[src/rtl/maf_pkg.sv]
// shared constants for the moving average filter
`default_nettype none

package maf_pkg;

    // build-time defaults for the top level parameters
    localparam int MAX_WINDOW_DEF   = 32;
    localparam int SAMPLE_WIDTH_DEF = 16;

    // window length register
    localparam int               WIN_LEN_W     = 6;
    localparam logic [WIN_LEN_W-1:0] WIN_LEN_RESET = 6'd11;

endpackage

`default_nettype wire

[src/rtl/maf_ram.sv]
// generic single write port ram with registered read
`default_nettype none

module maf_ram #(
    parameter int WIDTH = 16,
    parameter int DEPTH = 32
) (
    input  wire logic                     i_clk,
    input  wire logic                     i_wr_en,
    input  wire logic [$clog2(DEPTH)-1:0] i_wr_addr,
    input  wire logic [WIDTH-1:0]         i_wr_data,
    input  wire logic                     i_rd_en,
    input  wire logic [$clog2(DEPTH)-1:0] i_rd_addr,
    output logic      [WIDTH-1:0]         o_rd_data
);

    logic [WIDTH-1:0] r_mem [DEPTH];

    always_ff @(posedge i_clk) begin
        if (i_wr_en) begin
            r_mem[i_wr_addr] <= i_wr_data;
        end
        if (i_rd_en) begin
            o_rd_data <= r_mem[i_rd_addr];
        end
    end

endmodule

`default_nettype wire

[src/rtl/maf_div.sv]
// serial signed divider, one quotient bit per cycle, truncates toward zero
`default_nettype none

module maf_div #(
    parameter int DIVIDEND_W = 21,
    parameter int DIVISOR_W  = 6
) (
    input  wire logic                         i_clk,
    input  wire logic                         i_rst_n,
    input  wire logic                         i_start,
    input  wire logic signed [DIVIDEND_W-1:0] i_dividend,
    input  wire logic        [DIVISOR_W-1:0]  i_divisor,
    output logic                              o_done,
    output logic signed      [DIVIDEND_W-1:0] o_quotient
);

    localparam int CNT_W = $clog2(DIVIDEND_W + 1);

    logic                  r_busy;
    logic [CNT_W-1:0]      r_cnt;
    logic [DIVISOR_W-1:0]  r_rem;
    logic [DIVIDEND_W-1:0] r_quo;
    logic [DIVISOR_W-1:0]  r_div;
    logic                  r_neg;

    logic [DIVIDEND_W-1:0] w_mag;
    logic [DIVISOR_W:0]    w_rem_sh;
    logic                  w_fit;
    logic [DIVISOR_W:0]    w_rem_sub;

    // magnitude of the dividend; the most negative value maps to itself, read unsigned
    assign w_mag = i_dividend[DIVIDEND_W-1] ? DIVIDEND_W'(-i_dividend) : DIVIDEND_W'(i_dividend);

    // one restoring step
    assign w_rem_sh  = {r_rem, r_quo[DIVIDEND_W-1]};
    assign w_fit     = (w_rem_sh >= {1'b0, r_div});
    assign w_rem_sub = w_rem_sh - {1'b0, r_div};

    always_ff @(posedge i_clk) begin
        if (!i_rst_n) begin
            r_busy <= 1'b0;
            r_cnt  <= '0;
            o_done <= 1'b0;
        end else begin
            o_done <= 1'b0;
            if (i_start) begin
                r_busy <= 1'b1;
                r_cnt  <= CNT_W'(DIVIDEND_W);
            end else if (r_busy) begin
                r_cnt <= r_cnt - 1'b1;
                if (r_cnt == CNT_W'(1)) begin
                    r_busy <= 1'b0;
                    o_done <= 1'b1;
                end
            end
        end
    end

    always_ff @(posedge i_clk) begin
        if (i_start) begin
            r_rem <= '0;
            r_quo <= w_mag;
            r_div <= i_divisor;
            r_neg <= i_dividend[DIVIDEND_W-1];
        end else if (r_busy) begin
            r_rem <= w_fit ? w_rem_sub[DIVISOR_W-1:0] : w_rem_sh[DIVISOR_W-1:0];
            r_quo <= {r_quo[DIVIDEND_W-2:0], w_fit};
        end
    end

    assign o_quotient = r_neg ? -$signed(r_quo) : $signed(r_quo);

endmodule

`default_nettype wire

[src/rtl/moving_average_filter.sv]
// boxcar moving average filter, top level
// ---------------------------------------------------------------------------
// takes one signed sample per input word, keeps the last MAX_WINDOW samples
// in a ring ram and a running sum of the current window. once window_len
// samples have arrived since the last restart (or the last window_len write),
// every sample yields one average word: window sum / window_len, truncated
// toward zero. that value is the centered average for the sample half a
// window back. a window_len of 0 acts as 1, above MAX_WINDOW acts as
// MAX_WINDOW. tuser marks restart, which clears fill count, sum and ring
// pointer before the sample is taken in. writing window_len also clears
// fill count and sum. each input word that yields an average passes through
// these steps: accept, the ring read of the sample leaving the window, the
// one-bit-per-cycle divider and its done flag, and the hand-off of the
// result to the output register. samples that give no result go back to
// idle after the ring read. no new word is taken until the current one is
// done. the output register lets the next word in while a result waits;
// the filter stalls only when a second result is ready before the first
// has been taken.
// ---------------------------------------------------------------------------
`default_nettype none

module moving_average_filter #(
    parameter int MAX_WINDOW   = maf_pkg::MAX_WINDOW_DEF,
    parameter int SAMPLE_WIDTH = maf_pkg::SAMPLE_WIDTH_DEF,
    localparam int TDATA_W     = ((SAMPLE_WIDTH + 7) / 8) * 8
) (
    input  wire logic                          i_clk,
    input  wire logic                          i_rst_n,

    // sample stream in
    input  wire logic                          s_axis_tvalid,
    output logic                               s_axis_tready,
    input  wire logic [TDATA_W-1:0]            s_axis_tdata,  // sample
    input  wire logic [0:0]                    s_axis_tuser,  // restart

    // average stream out
    output logic                               m_axis_tvalid,
    input  wire logic                          m_axis_tready,
    output logic      [TDATA_W-1:0]            m_axis_tdata,  // average

    // window length write channel
    input  wire logic                          i_cfg_valid,
    output logic                               o_cfg_ready,
    input  wire logic [maf_pkg::WIN_LEN_W-1:0] i_cfg_data     // window_len
);

    localparam int PTR_W = $clog2(MAX_WINDOW);
    localparam int LEN_W = $clog2(MAX_WINDOW + 1);
    localparam int OFF_W = LEN_W + 1;
    localparam int SUM_W = SAMPLE_WIDTH + PTR_W;

    // sequencer states
    localparam logic [1:0] S_IDLE = 2'd0;  // ready for a word
    localparam logic [1:0] S_READ = 2'd1;  // oldest sample on ram output
    localparam logic [1:0] S_DIV  = 2'd2;  // divider running
    localparam logic [1:0] S_OUT  = 2'd3;  // quotient waits for output register

    logic [1:0]                    r_state, n_state;
    logic [maf_pkg::WIN_LEN_W-1:0] r_win_len, n_win_len;
    logic [PTR_W-1:0]              r_wp, n_wp;
    logic [LEN_W-1:0]              r_fill, n_fill;
    logic signed [SUM_W-1:0]       r_sum, n_sum;
    logic                          r_full, n_full;
    logic signed [SAMPLE_WIDTH-1:0] r_sample;
    logic                          r_out_valid, n_out_valid;
    logic [SAMPLE_WIDTH-1:0]       r_out_data;

    logic                          w_in_acc;
    logic                          w_cfg_acc;
    logic [LEN_W-1:0]              w_len;
    logic [PTR_W-1:0]              w_wp_eff;
    logic [LEN_W-1:0]              w_fill_eff;
    logic [OFF_W-1:0]              w_wp_ext;
    logic [OFF_W-1:0]              w_len_ext;
    logic [OFF_W-1:0]              w_oldest_ext;
    logic [PTR_W-1:0]              w_oldest;
    logic [SAMPLE_WIDTH-1:0]       w_rd_data;
    logic signed [SAMPLE_WIDTH-1:0] w_old;
    logic [PTR_W-1:0]              w_wp_inc;
    logic                          w_ram_wr;
    logic                          w_div_start;
    logic                          w_div_done;
    logic signed [SUM_W-1:0]       w_quot;
    logic                          w_emits;

    assign w_in_acc  = s_axis_tvalid && s_axis_tready;
    assign w_cfg_acc = i_cfg_valid && o_cfg_ready;

    assign s_axis_tready = (r_state == S_IDLE);
    assign o_cfg_ready   = (r_state == S_IDLE);

    // effective window: 0 acts as 1, clipped to ring depth
    always_comb begin
        if (r_win_len == '0) begin
            w_len = LEN_W'(1);
        end else if (32'(r_win_len) > 32'(MAX_WINDOW)) begin
            w_len = LEN_W'(MAX_WINDOW);
        end else begin
            w_len = LEN_W'(r_win_len);
        end
    end

    // pointer and fill after a possible restart of this word
    assign w_wp_eff   = s_axis_tuser[0] ? '0 : r_wp;
    assign w_fill_eff = s_axis_tuser[0] ? '0 : r_fill;

    // slot of the sample leaving the window, wrapping around the ring
    assign w_wp_ext  = OFF_W'(w_wp_eff);
    assign w_len_ext = OFF_W'(w_len);
    assign w_oldest_ext = (w_wp_ext >= w_len_ext) ? (w_wp_ext - w_len_ext)
                        : (w_wp_ext + OFF_W'(MAX_WINDOW) - w_len_ext);
    assign w_oldest = w_oldest_ext[PTR_W-1:0];

    assign w_wp_inc = (r_wp == PTR_W'(MAX_WINDOW - 1)) ? '0 : (r_wp + 1'b1);

    assign w_old   = $signed(w_rd_data);
    assign w_emits = r_full || ((r_fill + 1'b1) >= w_len);

    // ring is read on accept and written in the following cycle, so a full window
    // sees the old sample before it is overwritten
    assign w_ram_wr    = (r_state == S_READ);
    assign w_div_start = (r_state == S_READ) && w_emits;

    maf_ram #(
        .WIDTH (SAMPLE_WIDTH),
        .DEPTH (MAX_WINDOW)
    ) u_ring (
        .i_clk     (i_clk),
        .i_wr_en   (w_ram_wr),
        .i_wr_addr (r_wp),
        .i_wr_data (r_sample),
        .i_rd_en   (w_in_acc),
        .i_rd_addr (w_oldest),
        .o_rd_data (w_rd_data)
    );

    maf_div #(
        .DIVIDEND_W (SUM_W),
        .DIVISOR_W  (LEN_W)
    ) u_div (
        .i_clk      (i_clk),
        .i_rst_n    (i_rst_n),
        .i_start    (w_div_start),
        .i_dividend (n_sum),
        .i_divisor  (w_len),
        .o_done     (w_div_done),
        .o_quotient (w_quot)
    );

    always_comb begin
        n_state     = r_state;
        n_win_len   = r_win_len;
        n_wp        = r_wp;
        n_fill      = r_fill;
        n_sum       = r_sum;
        n_full      = r_full;
        n_out_valid = r_out_valid;

        // output register drains independently of the sequencer
        if (m_axis_tready) begin
            n_out_valid = 1'b0;
        end

        unique case (r_state)
            S_IDLE: begin
                if (w_in_acc) begin
                    n_wp    = w_wp_eff;
                    n_fill  = w_fill_eff;
                    n_sum   = s_axis_tuser[0] ? '0 : r_sum;
                    n_full  = (w_fill_eff >= w_len);
                    n_state = S_READ;
                end
            end
            S_READ: begin
                // drop the leaving sample once full, add the new one
                n_sum = r_sum - (r_full ? SUM_W'(w_old) : '0) + SUM_W'(r_sample);
                n_wp  = w_wp_inc;
                if (!r_full) begin
                    n_fill = r_fill + 1'b1;
                end
                n_state = w_emits ? S_DIV : S_IDLE;
            end
            S_DIV: begin
                if (w_div_done) begin
                    n_state = S_OUT;
                end
            end
            S_OUT: begin
                if (!r_out_valid || m_axis_tready) begin
                    n_out_valid = 1'b1;
                    n_state     = S_IDLE;
                end
            end
            default: begin
                n_state = S_IDLE;
            end
        endcase

        // window length write restarts the fill
        if (w_cfg_acc) begin
            n_win_len = i_cfg_data;
            n_fill    = '0;
            n_sum     = '0;
        end
    end

    always_ff @(posedge i_clk) begin
        if (!i_rst_n) begin
            r_state     <= S_IDLE;
            r_win_len   <= maf_pkg::WIN_LEN_RESET;
            r_wp        <= '0;
            r_fill      <= '0;
            r_sum       <= '0;
            r_full      <= 1'b0;
            r_out_valid <= 1'b0;
        end else begin
            r_state     <= n_state;
            r_win_len   <= n_win_len;
            r_wp        <= n_wp;
            r_fill      <= n_fill;
            r_sum       <= n_sum;
            r_full      <= n_full;
            r_out_valid <= n_out_valid;
        end
    end

    // payload registers
    always_ff @(posedge i_clk) begin
        if (w_in_acc) begin
            r_sample <= $signed(s_axis_tdata[SAMPLE_WIDTH-1:0]);
        end
        if ((r_state == S_OUT) && (!r_out_valid || m_axis_tready)) begin
            r_out_data <= w_quot[SAMPLE_WIDTH-1:0];
        end
    end

    assign m_axis_tvalid = r_out_valid;
    assign m_axis_tdata  = TDATA_W'(r_out_data);

endmodule

`default_nettype wire
[config.mk]
export PLATFORM = sky130hd
export DESIGN_NAME = moving_average_filter
export DESIGN_NICKNAME = d
export VERILOG_FILES = /design/src/rtl/maf_pkg.sv /design/src/rtl/maf_ram.sv /design/src/rtl/maf_div.sv /design/src/rtl/moving_average_filter.sv
export SDC_FILE = /design/constraint.sdc
export NUM_CORES = 1
export LEC_CHECK = 0
export BUFFER_PORTS_ARGS = -buffer_cell sky130_fd_sc_hd__clkbuf_2
export CORE_UTILIZATION = 60
export CTS_CLUSTER_SIZE = 25
export DETAILED_ROUTE_END_ITERATION = 7
export PLACE_DENSITY = 0.8
export RECOVER_POWER = 25
export SYNTH_ARGS = -nofsm -noshare
export SYNTH_HDL_FRONTEND = slang
export SYNTH_SLANG_ARGS = --single-unit
[constraint.sdc]
create_clock -name i_clk -period 9.5 [get_ports i_clk]
set_input_delay 1.9 -clock i_clk [delete_from_list [all_inputs] [get_ports i_clk]]
set_output_delay 1.9 -clock i_clk [all_outputs]
set_load 0.02 [all_outputs]
# Yosys cells after proc, flatten, opt, wreduce, memory -nomap -nowiden
# Memories as Yosys holds them, arrays and structs flattened. A register that Yosys moved wholly into a read port is not among the register bits.
# Index checks and enable logic that the tools add are counted.
dict set report word_totals {
  ff_bits 115
  mem_bits_rw 512
  input_bits 28
  n_memories 1
}
dict set report classes {
  n_addsub 11
  n_lt_le_gt_ge 5
  eq_ne 9
  n_mux 37
  bitwise 2
  reduce_logical 18
}
# memory depth width read_ports rd_ports_with_merged_regs write_ports line_no
set mem_list {}
lappend mem_list {u_ring.r_mem 32 16 1 1 1 maf_ram.sv:17} ;# logic [WIDTH-1:0] r_mem [DEPTH];
# cell n
set op_table {}
lappend op_table {{$mux W21} 7}
lappend op_table {{$pmux W21 S2} 1}
lappend op_table {{$mux W6} 6}
lappend op_table {{$mux W5} 6}
lappend op_table {{$add A21 B21 Y21} 1}
lappend op_table {{$neg A21 Y21} 1}
lappend op_table {{$sub A21 B21 Y21} 1}
lappend op_table {{$mux W16} 1}
lappend op_table {{$neg A16 Y16} 1}
lappend op_table {{$ge A6 B6 Y1} 2}
lappend op_table {{$pmux W6 S2} 1}
lappend op_table {{$add A5 B1 Y5 const B} 2}
lappend op_table {{$pmux W5 S2} 1}
lappend op_table {{$sub A5 B5 Y5} 2}
lappend op_table {{$mux W1} 9}
lappend op_table {{$mux W2} 4}
lappend op_table {{$pmux W2 S4} 1}
lappend op_table {{$ge A7 B6 Y1} 1}
lappend op_table {{$add A6 B1 Y6 const B} 1}
lappend op_table {{$ge A5 B6 Y1} 1}
lappend op_table {{$gt A6 B6 Y1 const B} 1}
lappend op_table {{$logic_not A6 Y1} 1}
lappend op_table {{$reduce_and A3 Y1} 2}
lappend op_table {{$sub A6 B6 Y6} 1}
lappend op_table {{16 further kinds} 27}

# Logic depth before layout (Yosys ltp)
dict set report depth {
  depth_word 8
  ltp_mapped 19
}

# Cells and area by module
# Synthesis repeated with hierarchy kept, for this count alone.
dict set report unflattened {
  cells_unflattened 2055
  area_unflattened_um2 28885.2
}
# module instances cells_per_inst area_per_inst_um2 seq_area_each_um2
set modules_own_cells {}
lappend modules_own_cells {maf_ram 1 1143 20696.1 15855.2}
lappend modules_own_cells {moving_average_filter 1 603 5327.6 1801.7}
lappend modules_own_cells {maf_div 1 309 2861.5 1101.1}

# Least setup slack after synthesis
# No wires, ideal clock.
dict set report synth_timing {
  kind {input-to-reg}
  startpoint {in s_axis_tuser}
  endpoint {reg u_ring.o_rd_data[10], read port of u_ring.r_mem, data pin}
  setup_time_ns 0.260
  t_arrival_ns 4.828
  t_required_ns 9.240
  path_slack_ns 4.412
  path_stages 8
  path_buffers 3
  path_cell_list {clkbuf_1 > nand2b_1 > ha_1 > clkbuf_1 > buf_1 > mux4_2 > mux4_2 > mux2_2}
}
dict set report synth_via {
  elab_chain_len 4
}
# element line_no
set synth_lines {}
lappend synth_lines {{start, declared} moving_average_filter.sv:34} ;# input wire logic [0:0] s_axis_tuser,
lappend synth_lines {{$mux W5 (*)} moving_average_filter.sv:104} ;# assign w_wp_eff = s_axis_tuser[0] ? '0 : r_wp;
lappend synth_lines {{$add A5 B1 Y5} moving_average_filter.sv:111} ;# : (w_wp_ext + OFF_W'(MAX_WINDOW) - w_len_ext);
lappend synth_lines {{$sub A5 B5 Y5} moving_average_filter.sv:111}
lappend synth_lines {{$mux W5 (*)} moving_average_filter.sv:110} ;# assign w_oldest_ext = (w_wp_ext >= w_len_ext) ? (w_wp_ext - w_len_ext)
lappend synth_lines {{end, declared} maf_ram.sv:14} ;# output logic [WIDTH-1:0] o_rd_data
# Mark *: on every way between the ends. The rest lies on a longest branch, timed or not.
# A chain may end at the register's enable or synchronous reset.

# Worst setup path in the final report
dict set report layout_timing {
  startpoint {reg r_sample[15]}
  endpoint {reg u_div.r_quo[11], data pin}
}
dict set report layout_via {
  elab_chain_len 5
}
# element line_no
set layout_lines {}
lappend layout_lines {{start, declared} moving_average_filter.sv:64} ;# logic signed [SAMPLE_WIDTH-1:0] r_sample;
lappend layout_lines {{start signal, assigned} moving_average_filter.sv:230} ;# r_sample <= $signed(s_axis_tdata[SAMPLE_WIDTH-1:0]);
lappend layout_lines {{$add A21 B21 Y21} moving_average_filter.sv:176} ;# n_sum = r_sum - (r_full ? SUM_W'(w_old) : '0) + SUM_W'(r_sample);
lappend layout_lines {{$pmux W21 S2} moving_average_filter.sv:164} ;# unique case (r_state)
lappend layout_lines {{$mux W21} moving_average_filter.sv:200} ;# if (w_cfg_acc) begin
lappend layout_lines {{named net n_sum[20]} moving_average_filter.sv:62} ;# logic signed [SUM_W-1:0] r_sum, n_sum;
lappend layout_lines {{$mux W21} maf_div.sv:32} ;# assign w_mag = i_dividend[DIVIDEND_W-1] ? DIVIDEND_W'(-i_dividend) : DIVIDEND_W'(i_dividend);
lappend layout_lines {{$mux W21} maf_div.sv:60} ;# if (i_start) begin
lappend layout_lines {{end signal, assigned} maf_div.sv:62} ;# r_quo <= w_mag;
lappend layout_lines {{end signal, assigned} maf_div.sv:67} ;# r_quo <= {r_quo[DIVIDEND_W-2:0], w_fit};
lappend layout_lines {{end, declared} maf_div.sv:22} ;# logic [DIVIDEND_W-1:0] r_quo;
# The timed path passes the listed nets, and every way through them passes these cells.

==> metrics.md <==
| Metric | Value |
|---|---|
| Status | `finished, violations left` |
| Failing checks | `max-capacitance violations, max-slew violations` |
| Initial antenna violation count | `0` |
| Fmax | `160 MHz` |
| TNS Setup | `0 ns` |
| Longest Clk Path Bufs | `3` |
| Critical path class | `reg2reg` |
| Max-Cap Viols | `3` |
| Post-Syn Area | `0.0282 sq mm` |
| Layout cells sized above 1 | `21.4%` |
| Pre-antenna DRT Iters | `6` |
| Top cell family by delay on the critical path | `buffers and inverters` |
| Net count after synthesis | `1805` |
| Final setup viols | `0` |
| Slew HR | `-11.2%` |
| Total power | `7.28 mW` |
| Least-Margin Pin Slew | `1.67 ns` |
| Area grow syn2layout | `11.8%` |
| Dominant synthesized flop cell | `edfxtp_1` |
| Post-synth EDFFs | `588` |
| RSZ-0062 raised after global routing | `false` |
| Fin crit period | `6.26 ns` |
| Num CTS Buffers | `68` |
| Async S/R FF share, synth | `0%` |
| Dpl hpwl | `36200 um` |
| Via density | `6.42` |
| Lkg Pwr | `10.7 nW` |
| Post-Syn Area per Cell | `16.5 sq um` |
| Final #Nets | `1889` |
| DR WL/cell | `26.5 um` |
| GRT overflow | `0` |
| Distinct cells, synth | `88` |
| Ranking of synthesized cells by area | `edfxtp_1 63%, mux4_2 13%, dfxtp_1 3.9%` |
| Synth top area share | `62.7%` |
| Vias | `15700` |
| Post-layout util | `67.8%` |
| Core Box Area | `0.0465 sq mm` |
| GRT Resource Usage Total | `28.1%` |
| Pwr per Cell Area | `231 mW/mm^2` |
| # clock sinks | `643` |
| Endpoints failing hold | `0` |
| Fill count | `2943` |
| Number of port buffers | `46` |
| Clk_skew | `0.0292 ns` |
| CP arrival | `6.71 ns` |
| H-tree Lvls | `3` |
| Hold slack | `0.473 ns` |
| Max stage delay cell, worst path | `clkbuf_1` |
| Simple-gate area share of the yosys netlist | `6.38%` |
| Starting Density | `60.6%` |
| Pin count of the biggest net entering global routing | `129` |
| Die X-Extent | `219 um` |
| Clock Latency Late Sink | `0.62 ns` |
| Mux contribution to synthesized area | `13.9%` |
| Post-CTS Resized | `0` |
| Gpl congestion | `0.843` |
| Post-Layout Cell Count | `2443` |
| Critical-path cell list | `clkbuf_1, inv_1, fa_1, inv_1, ha_1, o21ai_0, o21ai_0, nand2_1, o21ai_0, nor3_1, mux2i_1, and2_1, inv_1, and3_1, o31ai_1` |
| Seq/Total Area, Yosys | `66.6%` |
| Starting DRT DRC Count | `1571` |
| Final-report max-slew violation count | `103` |
| Final worst-path cycle share | `65.9%` |
| Buf+Inv Stages, Crit Path | `4` |
| Compound-Gate Fraction of Synth Area | `5.14%` |
| Worst Setup End Kind | `flip-flop` |
| VDD IR max | `0.216 mV` |
| Final wirelength | `64700 um` |
| Root buf cell | `clkbuf_16` |
| Worst-path maximum fanout | `34` |
| Critical Path Start Type | `flip-flop` |
| Antenna-violating nets left | `0` |
| Hold Crit Class | `reg2reg` |
| Main combinational cell family by area after synthesis | `multiplexers` |
| Worst Path Required | `9.94 ns` |
| Post-synth top area cell | `edfxtp_1` |
| Inst Count DP | `2323` |
| Vias in the first global route | `15800` |
| Post-CTS Hold Buffers | `0` |
| Inserted Diodes | `0` |
| Max incr delay on CP | `1.20 ns` |
| Post-CTS setup buffer count | `0` |
| Die area | `0.0478 sq mm` |
| Num ports | `47` |
| DRC viols | `0` |
| Die height | `219 um` |
| Adder-cell area share of the yosys netlist | `3.92%` |
| Synth Register Bits | `643` |
| Reg clk slew, reported paths | `0.06 ns` |
| Rows | `79` |
| Syn Inst Count | `1702` |
| First-pass GRT wire length | `96800 um` |
| Post-Synth XOR/XNOR Area | `1.34%` |
| CTS tree | `done` |
| Synthesis Warnings | `0` |
[metal layers]
metal / part of all wire [%] / global-route usage (%)
met1: 37 / 36.3
met2: 51 / 47.4
met3: 8.1 / 4.63
met4: 3.7 / 11.8
met5: 0 / 0
[through the flow]
step	cell area [sq um]	worst slack, ns
2_1_floorplan	28200	4.41
3_3_place_gp	29200	3.58
3_5_place_dp	29200	3.51
4_1_cts	31500	3.81
5_1_grt	31500	2.87
6_report	31500	3.24
[registers in the layout, indices dropped and copies added (netlist names), named ones only]
register and flops:
r_sample 16, u_ring.o_rd_data 16, r_state 1, m_axis_tdata 16
r_win_len 6, m_axis_tvalid 1, u_ring.r_mem 512, r_full 1
u_div.r_busy 1, r_wp 5, u_div.o_done 1, u_div.r_neg 1
u_div.r_quo 21, r_sum 21, r_fill 6, u_div.r_cnt 5
u_div.r_div 6, u_div.r_rem 6
[kinds of logic after synthesis]
logic type | count (synthesis)
xor gates and xnor gates | 43
adders and majority gates | 75
AOI/OAI and AO/OA | 212
and+or+nand+nor | 360
buffers and inverters | 180
DFF | 643
muxes | 189
[area by class of cell]
class / instances / area, sq um / share of cell area (%)
Timing Repair Buffer: 91 / 566 / 1.80
Tap cell: 607 / 759 / 2.41
Multi-Input combinational cell: 879 / 8710 / 27.7
Inverter: 103 / 387 / 1.23
Sequential cell: 643 / 18800 / 59.6
Clock inverter: 36 / 510 / 1.62
Clock buffer: 84 / 1790 / 5.69
[worst min-delay path, cell delays in order (launching register included)]
cell	delay [ns]
dfxtp_1	0.31
nand2b_1	0.07
a21oi_1	0.05
[worst paths after layout]
check             cells past startpoint  slack [ns]                          end                        start
setup / recovery                     15        3.24    u_div.r_quo[11]$_DFFE_PP_       r_sample[15]$_DFFE_PP_
setup reg to reg                     15        3.24    u_div.r_quo[11]$_DFFE_PP_       r_sample[15]$_DFFE_PP_
hold / removal                        2        0.47  u_div.r_rem[5]$_SDFFE_PP0P_  u_div.r_rem[5]$_SDFFE_PP0P_
hold reg to reg                       2        0.47  u_div.r_rem[5]$_SDFFE_PP0P_  u_div.r_rem[5]$_SDFFE_PP0P_
[report_power, final]
part | internal (mW) | total, mW | switching [mW]
combinational | 0.576 | 1.28 | 0.704
clock | 1.63 | 2.74 | 1.11
sequential | 3.18 | 3.26 | 0.0823
total | 5.38 | 7.28 | 1.90
[cells in the mapped netlist, drive strengths merged (21+ instances only)]
library cell,number
clkbuf,59
nor2b,21
edfxtp,588
nand3,22
o21ai,40
a21oi,57
nand2,93
fa,22
mux4,160
xnor2,30
and2,40
nor3,27
inv,102
dfxtp,55
nor2,94
ha,53
[cell usage in the layout (no fill, tap or decap), types with 12 or more instances in the layout]
cell type	n
clkbuf_2	46
o21ai_0	36
mux4_2	160
a21o_1	17
edfxtp_1	588
fa_1	21
and2_1	40
nand2b_1	14
inv_1	102
nor2b_1	21
dfxtp_1	55
nor2_1	94
clkinv_1	12
ha_1	52
xor2_1	13
a21boi_0	12
clkbuf_16	69
mux2_2	19
a21oi_1	55
xnor2_1	27
a211oi_1	16
nand3_1	22
buf_4	40
clkbuf_1	18
nand2_1	93
nor3_1	26
(Power assumes the default switching activity.)
